`src/hw/rtl/mbrw_pkg.sv`:
```
// ----------------------------------------------------------------------------
// mbrw_pkg
// Shared constants, opcodes and helpers for the msb-first bitstream
// reader/writer.
// ----------------------------------------------------------------------------
package mbrw_pkg;

    // Field widths fixed by the stream format
    localparam int OP_W      = 3;
    localparam int IDX_W     = 11;
    localparam int BYTE_W    = 8;
    localparam int CNT_W     = 6;
    localparam int VAL_W     = 32;
    localparam int OFS_W     = 15;
    localparam int BADDR_W   = OFS_W - 3;

    // Buffer depth default and widest field
    localparam int BUF_BYTES_DEF  = 2048;
    localparam int MAX_FIELD_BITS = 32;

    // Shared shift unit geometry
    localparam int SH_IN_W   = 80;
    localparam int SH_OUT_W  = 40;
    localparam int SH_AMT_W  = 7;

    // Opcodes
    localparam logic [OP_W-1:0] OP_LOAD   = 3'd0;
    localparam logic [OP_W-1:0] OP_REWIND = 3'd1;
    localparam logic [OP_W-1:0] OP_SKIP   = 3'd2;
    localparam logic [OP_W-1:0] OP_READ   = 3'd3;
    localparam logic [OP_W-1:0] OP_SHOW   = 3'd4;
    localparam logic [OP_W-1:0] OP_PUT    = 3'd5;

    // Thermometer mask with the low k bits set, k from 0 to 32
    function automatic logic [VAL_W-1:0] ones32(input logic [CNT_W-1:0] k);
        logic [VAL_W:0] t;
        t = ({{VAL_W{1'b0}}, 1'b1} << k) - {{VAL_W{1'b0}}, 1'b1};
        return t[VAL_W-1:0];
    endfunction

endpackage

```
`src/hw/rtl/mbrw_shift.sv`:
```
// ----------------------------------------------------------------------------
// mbrw_shift
// Shared right shifter: aligns read windows, put data and put masks.
// ----------------------------------------------------------------------------
module mbrw_shift (
    input  logic [mbrw_pkg::SH_IN_W-1:0]  din,
    input  logic [mbrw_pkg::SH_AMT_W-1:0] amt,
    output logic [mbrw_pkg::SH_OUT_W-1:0] dout
);
    import mbrw_pkg::*;

    logic [SH_IN_W-1:0] shifted;

    // Shift right and keep the low window
    assign shifted = din >> amt;
    assign dout    = shifted[SH_OUT_W-1:0];

endmodule

```
`config.mk`:
```
export PLATFORM = sky130hd
export DESIGN_NAME = mbrw_shift
export DESIGN_NICKNAME = d
export VERILOG_FILES = /design/src/hw/rtl/mbrw_pkg.sv /design/src/hw/rtl/mbrw_shift.sv
export SDC_FILE = /design/constraint.sdc
export NUM_CORES = 1
export LEC_CHECK = 0
export ABC_AREA = 1
export CAP_MARGIN = 20
export CORE_AREA = 2 2 73 145
export DETAILED_ROUTE_END_ITERATION = 8
export DIE_AREA = 0 0 75 147
export DONT_BUFFER_PORTS = 1
export GPL_TIMING_DRIVEN = 0
export PLACE_DENSITY = 0.67
export SYNTH_ARGS = -nofsm -noshare
export SYNTH_HDL_FRONTEND = slang
export SYNTH_SLANG_ARGS = --single-unit
```
`constraint.sdc`:
```
create_clock -name vclk -period 1.2
set_input_delay 0.06 -clock vclk [all_inputs]
set_output_delay 0.06 -clock vclk [all_outputs]
set_load 0.01 [all_outputs]
```
==> results by group, run 1 <==
Run status
  • Result of the run: aborted with a tool error
  • Failing step: 5_1_grt
  • Err: [ERROR GRT-0232] Routing congestion too high. Check the congestion heatmap in the GUI.

Die
  • Effective utilization at floorplan: 48.7%
  • Count of pins on the block boundary: 127
  • Row count: 52
  • Horizontal die dimension: 75 µm
  • Die Ht: 147 µm

Placement
  • Placed cell area: 5030 µm²
  • Port buffer count: 0
  • Dpl hpwl: 23000 µm
  • Final weighted congestion in routability-driven placement: 1.10
  • Placed Instances: 1172

Logic synthesis
  • XOR/XNOR Fraction of Synth Area: 0%
  • Share of synthesized area spent on multiplexers: 0%
  • Yosys cell types: 21
  • Number of instances in the synthesized netlist: 1037
  • Portion of the post-synthesis area used by sequential elements: 0%
  • Mapped Area: 4850 µm²
  • Largest family of logic cells by synthesized area: simple AND/OR/NAND/NOR gates
  • Number of warnings printed during yosys synthesis: 0
  • Area share of and/or/nand/nor cells after synthesis: 83.8%
  • Synthesized area divided by synthesized cell count: 4.68 µm²
  • Adder-cell share of the synthesized area: 0%
  • Synth Area in Compound Gates: 4.69%
  • Synthesized net count: 1124

Timing
  • Endpoint with the least setup slack after the last repair: dout[10]
  • Type of the worst endpoint after the last repair: output port

Clock tree
  • Hold buffer count at CTS: 0

GRT
  • Total gr overflow: 3
  • Pin count of the biggest net entering global routing: 11
  • Overall Global Routing Usage: 68.7%
==> layer usage <==
layer  global-route usage [%]  overflow
met5                     3.54         0
met4                     70.7         2
met3                     44.4         0
met2                     89.1         1
met1                     68.5         0
==> cell usage after synthesis <==
master    instances  share of area [%]
nand3_1         566                 58
nand2_1         276                 21
buf_2            42                4.3
o21ai_0          29                3.0
nor2_1           25                1.9
clkbuf_1         21                1.6
inv_1            21                1.6
buf_6             9                2.1
nand4_1           9                1.2
a21oi_1           8               0.83
buf_1             8               0.62
and2_1            5               0.64
buf_4             5               0.77
o21ai_1           3               0.31
clkinv_1          2               0.15
inv_2             2               0.15
o211ai_1          2               0.31
inv_4             1               0.13
nor2_2            1               0.13
nor3_2            1               0.21
o211ai_2          1               0.26
==> repair_timing <==
item	in CTS
gates resized for setup	341
gates cloned	6
setup endpoints to repair	40
pin swaps	55
setup buffers	3
==> kinds of logic after synthesis <==
group | count (synthesis)
AO/OA/AOI/OAI | 43
buffers and inverters | 111
AND/OR/NAND/NOR | 883
==> metrics by stage <==
step | utilization (%) | setup WS [ns] | hold WS, ns
4_1_cts | 64.1 | -0.189 | 0.464
3_5_place_dp | 50.6 | -0.781 | 0.492
3_3_place_gp | 50.6 | -0.774 | 0.496
2_1_floorplan | - | -0.00387 | 0.375
==> run 2, diff against run 1 <==
- CORE_AREA: 2 2 73 145 -> 2 2 121 123
- DIE_AREA: 0 0 75 147 -> 0 0 123 125
- PLACE_DENSITY: 0.67 -> unset
- PLACE_DENSITY_LB_ADDON: unset -> 0.15
==> results by group, run 2 <==
Run status
  • Result of the run: complete, but fails checks
  • Failing checks: setup timing

Logic synthesis
  • Number of instances in the synthesized netlist: 1037 (unchanged)
  • Number of warnings printed during yosys synthesis: 0 (unchanged)
  • Portion of the post-synthesis area used by sequential elements: 0% (unchanged)
  • Top post-synthesis cells by area: nand3_1 (58%), nand2_1 (21%), buf_2 (4.3%)
  • Synthesized net count: 1124 (unchanged)
  • Yosys cell types: 21 (unchanged)
  • Cell types with the highest counts after synthesis: nand3_1 (566), nand2_1 (276), buf_2 (42), o21ai_0 (29), nor2_1 (25)
  • Synth area leader: nand3_1
  • Most common cell in the synthesized netlist: nand3_1
  • Area share of the largest cell type after synthesis: 58.4% (unchanged)
  • Synthesized area divided by synthesized cell count: 4.68 µm² (unchanged)
  • Mapped Area: 4850 µm² (unchanged)

Critical path
  • Peak fanout along the critical path: 5
  • Arrival time reported for the critical path endpoint: 1.38 ns
  • Worst Setup End Kind: output port
  • Worst setup path endpoint: dout[9]
  • CP startpoint: amt[0]
  • Endpoint required time on the critical path: 1.14 ns
  • Critical path class: in2out
  • Category of the worst setup path launch point: input port

Routing
  • Avg WL per Cell: 25.6 µm
  • Detail-routed via count per cell: 6.84
  • Number of DRC violations after detailed routing: 0
  • Post-Route WL: 31900 µm
  • Vias after detailed routing: 8520
  • Remaining number of nets flagged by the antenna check after routing: 0
  • Drt first pass iters: 6
  • Detailed router's first-iteration violation count: 1030

Timing
  • Final worst setup slack: -0.240 ns
  • RSZ-0062 raised after global routing: true
  • Period utilisation layout: 120%
  • Min Hold Slack: 0.400 ns
  • Total of endpoints with negative setup slack in the final report: 40
  • Endpoints failing hold: 0
  • Slew Limit Headroom: 56.0%
  • Time the final worst path needs with I/O delays and setup: 1.44 ns
  • Maximum operating frequency: 695 MHz
  • Final max-slew violation count: 0
  • Least-Margin Pin Slew: 0.660 ns
  • Summed negative setup slack over all endpoints: -6.47 ns

Layout
  • Register Area: 0 µm²
  • Final std cells w/o fill: 1246
  • Growth of design area from synthesis to finish: 71.2%
  • Sequential cell count: 0
  • Number of nets in the layout: 1151
  • Share of final-layout standard cells stronger than drive strength 1: 53.4%
  • Clock Buffer Count: 0
  • Diodes inserted: 0
  • Core occupancy in the finished layout: 58.5%
  • Most frequent cells in the layout: nand3_2 (283), nand3_1 (245), nand2_1 (195)
  • Most frequent standard cell in the layout excluding fill and tap cells: nand3_2

GRT
  • Antenna violations before repair: 0
  • Pin count of the biggest net entering global routing: 12
  • Vias in the first global route: 7391
  • Overall Global Routing Usage: 35.5%
  • Total gr overflow: 0
  • Wire length of the first global-routing pass: 42400 µm

Power and ir drop
  • Power per standard cell area: 483 nW/µm²
  • Peak supply drop: 0.209 mV
  • Static power due to leakage: 3.63 nW
  • Overall power of the completed layout: 4.02 mW

Die
  • Effective utilization at floorplan: 34.2% (-15 points)
  • Row count: 44 (-15%)
  • Horizontal die dimension: 123 µm (+64%)
  • Die Footprint: 15400 µm²
  • Count of pins on the block boundary: 127 (unchanged)
  • Core Footprint: 14200 µm²
  • Die Ht: 125 µm (-15%)

Placement
  • Port buffer count: 0 (unchanged)
  • Dpl hpwl: 22800 µm (-0.57%)
  • Final weighted congestion in routability-driven placement: 1.04 (-6.1%)
  • Placed Instances: 1221 (+4.2%)

Job
  • Number of max-capacitance violations reported: 0

Min path
  • Worst hold-check path type: in2out
run 2: worst min path at each step:
stage / to / startpoint / cells past startpoint / slack [ns]
after floorplan: dout[15] / din[79] / 4 / 0.37
after global placement: dout[36] / amt[6] / 2 / 0.49
after detailed placement: dout[36] / amt[6] / 2 / 0.50
after CTS: dout[36] / amt[6] / 2 / 0.40
after global routing: dout[36] / amt[6] / 2 / 0.41
final: dout[38] / amt[6] / 2 / 0.40
run 2: cell families after synthesis:
family	after synthesis	synth area share (%)
and+or+nand+nor	883	83.8
AOI/OAI and AO/OA	43	4.69
buffers and inverters	111	11.5
run 2: repair_timing:
item	4_1_cts	5_1_grt
hold endpoints to repair	0	0
gates cloned	3	10
pin swaps	35	68
endpoints found under the setup margin	40	40
resized for setup	268	433
buffers inserted	4	8
hold buffers	0	0
run 2: final cells by class:
type | count | area, µm²
Tap cell | 184 | 230
Fill cell | 1365 | 5900
Timing Repair Buffer | 24 | 375
Inverter | 26 | 149
Timing Repair inverter | 1 | 8.76
Buffer | 85 | 895
Multi-Input combinational cell | 926 | 6650
run 2: stage by stage:
stage	instance area (µm²)	worst slack, ns
CTS	6060	-0.204
detailed placement	5090	-0.615
floorplan	4860	-0.00387
global route	8310	-0.315
finish	8310	-0.240
global placement	5090	-0.692
run 2: routing by layer:
metal / global-route usage, % / share of wire [%] / wire [µm]
met1: 47.4 / 37 / 11700
met2: 55.8 / 44 / 14000
met3: 5.70 / 12 / 3770
met4: 15.6 / 7.5 / 2400
met5: 0 / 0 / 0
run 2: report_power, final:
group          internal [mW]  switching [mW]
Clock                      0               0
Combinational           1.37            2.64
Sequential                 0               0
run 2: critical path: stages:
cell and delay [ns]:
clkbuf_16 0.15, buf_12 0.14, nand2_1 0.07, nand3_1 0.12, nand3_1 0.18, nand3_1 0.12
nand3_1 0.16, nand2_1 0.07, o21ai_0 0.14, nand2_1 0.16
Power figures use the tool's default switching activity.
==> run 3, diff against run 2 <==
- SETUP_SLACK_MARGIN: unset -> 0.1
==> results by group, run 3 (synthesis gave the netlist of run 2 again) <==
Layout
  • Core occupancy in the finished layout: 65.4% (+7.0 points)
  • Number of nets in the layout: 1168 (+1.5%)
  • Growth of design area from synthesis to finish: 91.5%
  • Sequential cell count: 0 (unchanged)
  • Clock Buffer Count: 0 (unchanged)
  • Most frequent standard cell in the layout excluding fill and tap cells: nand3_2
  • Number of fillers in the final layout: 1276 (-6.5%)
  • Most frequent cells in the layout: nand3_2 (312), nand2_1 (181), nand3_1 (179)
  • Register Area: 0 µm² (unchanged)
  • Share of final-layout standard cells stronger than drive strength 1: 62.7% (+9.3 points)
  • Diodes inserted: 0 (unchanged)
  • Area of the multi-input gates: 7360 µm² (+11%)

Critical path
  • Worst Setup End Kind: output port
  • Peak fanout along the critical path: 10 (+5)
  • Master of the slowest instance on the critical path: nand3_1
  • Number of buffers and inverters on the critical path: 2 (unchanged)
  • Arrival time reported for the critical path endpoint: 1.39 ns (about the same)
  • Most frequent CP cell: nand2_1
  • Category of the worst setup path launch point: input port
  • Delay-heaviest family, CP: simple AND/OR/NAND/NOR gates
  • CP max stage delay: 0.17 ns (about the same)
  • Cells along the critical path: buf_12 > buf_12 > nand2_1 > nand3_1 > nand3_2 > nand3_1 > nand2_2 > nand2_1 > nand3_1 > nand2_1 > nand2_1 > nand2_2
  • Critical path class: in2out
  • Endpoint required time on the critical path: 1.14 ns (about the same)

Die
  • Row count: 44 (unchanged)
  • Horizontal die dimension: 123 µm (unchanged)
  • Die Ht: 125 µm (unchanged)
  • Die Footprint: 15400 µm² (unchanged)
  • Count of pins on the block boundary: 127 (unchanged)
  • Core Footprint: 14200 µm² (unchanged)
  • Effective utilization at floorplan: 34.2% (unchanged)

Routing
  • Detail-routed via count per cell: 6.94 (+1.5%)
  • Remaining number of nets flagged by the antenna check after routing: 0 (unchanged)
  • Vias after detailed routing: 8764 (+2.9%)
  • Post-Route WL: 33600 µm (+5.6%)
  • Detailed router's first-iteration violation count: 931 (-9.6%)
  • Avg WL per Cell: 26.6 µm (+4.2%)
  • Drt first pass iters: 5 (-1)
  • Number of DRC violations after detailed routing: 0 (unchanged)

Run status
  • Failing checks: setup timing
  • Result of the run: complete, but fails checks

GRT
  • Wire length of the first global-routing pass: 47900 µm (+13%)
  • Overall Global Routing Usage: 40.6% (+5.2 points)
  • Vias in the first global route: 8348 (+13%)
  • Total gr overflow: 0 (unchanged)
  • Pin count of the biggest net entering global routing: 11 (-1)
  • Antenna violations before repair: 1 (+1)

Timing
  • Total of endpoints with negative setup slack in the final report: 40 (unchanged)
  • Slew Limit Headroom: 59.1% (+3.1 points)
  • Final max-slew violation count: 0 (unchanged)
  • Summed negative setup slack over all endpoints: -7.26 ns (-0.787 ns)
  • Min Hold Slack: 0.400 ns (+0.0000130 ns)
  • Period utilisation layout: 121% (+0.72 points)
  • Maximum operating frequency: 690 MHz (-0.60%)
  • Final worst setup slack: -0.248 ns (-0.00863 ns)
  • Least-Margin Pin Slew: 0.613 ns (-0.0465 ns)
  • Endpoints failing hold: 0 (unchanged)
  • Time the final worst path needs with I/O delays and setup: 1.45 ns (+0.00863 ns)
  • RSZ-0062 raised after global routing: true

Clock tree
  • Hold buffer count at CTS: 0 (unchanged)

Placement
  • Dpl hpwl: 23600 µm (+3.5%)
  • Final weighted congestion in routability-driven placement: 1.04 (-0.20%)
  • Port buffer count: 0 (unchanged)

Power and ir drop
  • Peak supply drop: 0.207 mV (-0.81%)
  • Static power due to leakage: 3.95 nW (+8.8%)
  • Power per standard cell area: 484 nW/µm² (+0.16%)

Min path
  • Worst hold-check path type: in2out

Job
  • Number of max-capacitance violations reported: 0 (unchanged)
## run 3: cell types whose count changed in the layout (fill, tap and decap cells not counted), moves of 7 or more
cell,change
nand3_4,+37
nand2_4,+11
nand2_1,-14
nand3_2,+29
buf_4,+9
buf_16,+10
buf_12,+7
nand3_1,-66
clkbuf_16,-8
## run 3: per-layer routing
| metal | GRT usage, % | routed length, µm |
|---|---|---|
| met4 | 22.1 | 2690 |
| met1 | 49.3 | 12100 |
| met2 | 65.4 | 15000 |
| met5 | 0 | 0 |
| met3 | 9.81 | 3830 |
## run 3: cell type report
| class | count | area share (%) |
|---|---|---|
| buffer | 85 | 9.81 |
| tap | 184 | 2.48 |
| multi-input combinational | 926 | 79.2 |
| inverter | 26 | 1.40 |
| timing repair inverter | 1 | 0.175 |
| timing repair buffer | 41 | 6.91 |
## run 3: power breakdown
group	internal [mW]	switching, mW	leakage, nW
clock network	0	0	0
registers	0	0	0
logic	1.59	2.91	3.95
total	1.59	2.91	3.95
## run 3: timing repair
action / in CTS / in global routing
gates cloned: 15 / 2
gates resized for setup: 637 / 145
endpoints found under the setup margin: 40 / 40
pin swaps: 136 / 51
buffers inserted: 17 / 10
## run 3: final timing paths
path,cells after the start,start,endpoint
hold / removal,2,amt[6],dout[29]
setup / recovery,12,amt[0],dout[7]
## run 3: through the flow
stage	worst slack (ns)	instances	instance area, µm²	power, mW
3_3_place_gp	-0.598	1221	5350	2.69
3_5_place_dp	-0.586	1221	5350	2.68
2_1_floorplan	0.0826	1037	5120	1.92
5_1_grt	-0.293	1263	9290	4.68
4_1_cts	-0.247	1253	8490	3.95
6_report	-0.248	1263	9290	4.50
==> run 4, diff against run 3 <==
==> constraint.sdc (replaced) <==
create_clock -name vclk -period 1.2
set_input_delay 0.06 -clock vclk [all_inputs]
set_output_delay 0.06 -clock vclk [all_outputs]
set_load 0.1 [all_outputs]
==> results by group, run 4 (synthesis gave the netlist of run 2 again) <==
Run status
  • Failing checks: setup timing
  • Result of the run: complete, but fails checks

Critical path
  • Delay-heaviest family, CP: simple AND/OR/NAND/NOR gates
  • Number of buffers and inverters on the critical path: 3 (+1)
  • Category of the worst setup path launch point: input port
  • CP Depth: 10 (-2)
  • Endpoint required time on the critical path: 1.14 ns (about the same)
  • Arrival time reported for the critical path endpoint: 1.74 ns (+0.35 ns)
  • Worst Setup End Kind: output port
  • Most frequent CP cell: nand3_2
  • Cells along the critical path: buf_16 > inv_6 > bufbuf_16 > nand3_4 > nand3_2 > nand3_2 > nand2_4 > nand2_2 > nand3_2 > a21oi_4
  • CP max stage delay: 0.59 ns (+0.42 ns)
  • Peak fanout along the critical path: 8 (-2)
  • Critical path class: in2out
  • Master of the slowest instance on the critical path: a21oi_4

Placement
  • Port buffer count: 0 (unchanged)
  • Dpl hpwl: 22800 µm (-3.6%)
  • Final weighted congestion in routability-driven placement: 1.00 (-3.1%)

Routing
  • Routed wl met2: 13500 µm (-9.9%)
  • Detailed router's first-iteration violation count: 923 (-0.86%)
  • Drt first pass iters: 9 (+4)
  • Detail-routed via count per cell: 6.58 (-5.1%)
  • Avg WL per Cell: 23.9 µm (-10%)
  • Post-Route WL: 29900 µm (-11%)
  • Vias after detailed routing: 8214 (-6.3%)
  • Detailed-routing wirelength on met1: 11800 µm (-2.7%)
  • Number of DRC violations after detailed routing: 0 (unchanged)
  • Met3 Routed Length: 2950 µm (-23%)
  • Highest metal layer with signal wires: met4
  • Remaining number of nets flagged by the antenna check after routing: 0 (unchanged)

Timing
  • Min Hold Slack: 0.418 ns (+0.0177 ns)
  • Summed negative setup slack over all endpoints: -18.76 ns (-11.50 ns)
  • Time the final worst path needs with I/O delays and setup: 1.80 ns (+0.352 ns)
  • Endpoints failing hold: 0 (unchanged)
  • Period utilisation layout: 150% (+29 points)
  • RSZ-0062 raised after global routing: true
  • Total of endpoints with negative setup slack in the final report: 40 (unchanged)
  • Least-Margin Pin Slew: 0.706 ns (+0.0931 ns)
  • Final worst setup slack: -0.601 ns (-0.352 ns)
  • Slew Limit Headroom: 52.8% (-6.3 points)
  • Final max-slew violation count: 0 (unchanged)
  • Maximum operating frequency: 555 MHz (-20%)

GRT
  • Antenna violations before repair: 0 (-1)
  • Overall Global Routing Usage: 35.7% (-4.9 points)
  • Pin count of the biggest net entering global routing: 11 (unchanged)
  • Total gr overflow: 0 (unchanged)
  • Vias in the first global route: 7471 (-11%)
  • Wire length of the first global-routing pass: 42400 µm (-12%)

Layout
  • Sequential cell count: 0 (unchanged)
  • Diodes inserted: 0 (unchanged)
  • Number of nets in the layout: 1153 (-1.3%)
  • Clock Buffer Count: 0 (unchanged)
  • Most frequent cells in the layout: nand3_1 (304), nand3_2 (235), nand2_1 (191)
  • Core occupancy in the finished layout: 57.0% (-8.4 points)
  • Most frequent standard cell in the layout excluding fill and tap cells: nand3_1
  • Growth of design area from synthesis to finish: 66.9%
  • Share of final-layout standard cells stronger than drive strength 1: 49.7% (-13 points)
  • Register Area: 0 µm² (unchanged)

Die
  • Core Footprint: 14200 µm² (unchanged)
  • Row count: 44 (unchanged)
  • Count of pins on the block boundary: 127 (unchanged)
  • Die Ht: 125 µm (unchanged)
  • Effective utilization at floorplan: 34.2% (unchanged)
  • Horizontal die dimension: 123 µm (unchanged)
  • Die Footprint: 15400 µm² (unchanged)

Clock tree
  • Hold buffer count at CTS: 0 (unchanged)

Min path
  • Hold EP: dout[38]
  • Worst hold-check path type: in2out
  • Worst Min Path Start: amt[6]
  • Hold path depth: 2 (unchanged)

Power and ir drop
  • Overall power of the completed layout: 4.94 mW (+9.7%)
  • Power per standard cell area: 610 nW/µm² (+26%)
  • Peak supply drop: 0.267 mV (+29%)
  • Static power due to leakage: 3.45 nW (-13%)

Job
  • Number of max-capacitance violations reported: 0 (unchanged)
==> run 4: per-layer routing <==
metal | global-route usage [%] | vias to the layer above
li1 | - | 3727
met1 | 47.9 | 3889
met2 | 56.6 | 491
met3 | 5.75 | 107
met4 | 14.2 | 0
met5 | 0 | -
==> run 4: layout make-up <==
class / count / area (µm²)
multi-input cells: 926 / 6560
fillers: 1458 / 6110
plain buffers: 85 / 843
repair buffers: 26 / 312
well taps: 184 / 230
inverters: 26 / 141
repair inverters: 1 / 8.76
==> run 4: where the power goes <==
group	total, mW	internal (mW)	leakage [nW]	switching, mW
registers	0	0	0	0
logic	4.94	1.39	3.45	3.55
clock network	0	0	0	0
==> run 4: per-stage QoR <==
stage / setup WS, ns / area, µm² / cells
2_1_floorplan: -0.324 / 5790 / 1037
3_3_place_gp: -0.935 / 6020 / 1221
3_5_place_dp: -0.927 / 6020 / 1221
4_1_cts: -0.573 / 7030 / 1237
5_1_grt: -0.613 / 8100 / 1248
6_report: -0.601 / 8100 / 1248
==> run 4: repair_timing <==
action | 4_1_cts | 5_1_grt
cloned | 2 | 3
endpoints found under the setup margin | 40 | 40
resized for setup | 217 | 213
buffers inserted | 14 | 8
pin swaps | 81 | 55
==> run 4: worst max-delay path by stage <==
stage | start | endpoint | slack (ns)
after floorplan | amt[0] | dout[22] | -0.32
after global placement | amt[2] | dout[21] | -0.93
after detailed placement | amt[2] | dout[21] | -0.93
after CTS | amt[1] | dout[18] | -0.57
after global routing | amt[0] | dout[34] | -0.61
final | amt[1] | dout[36] | -0.60
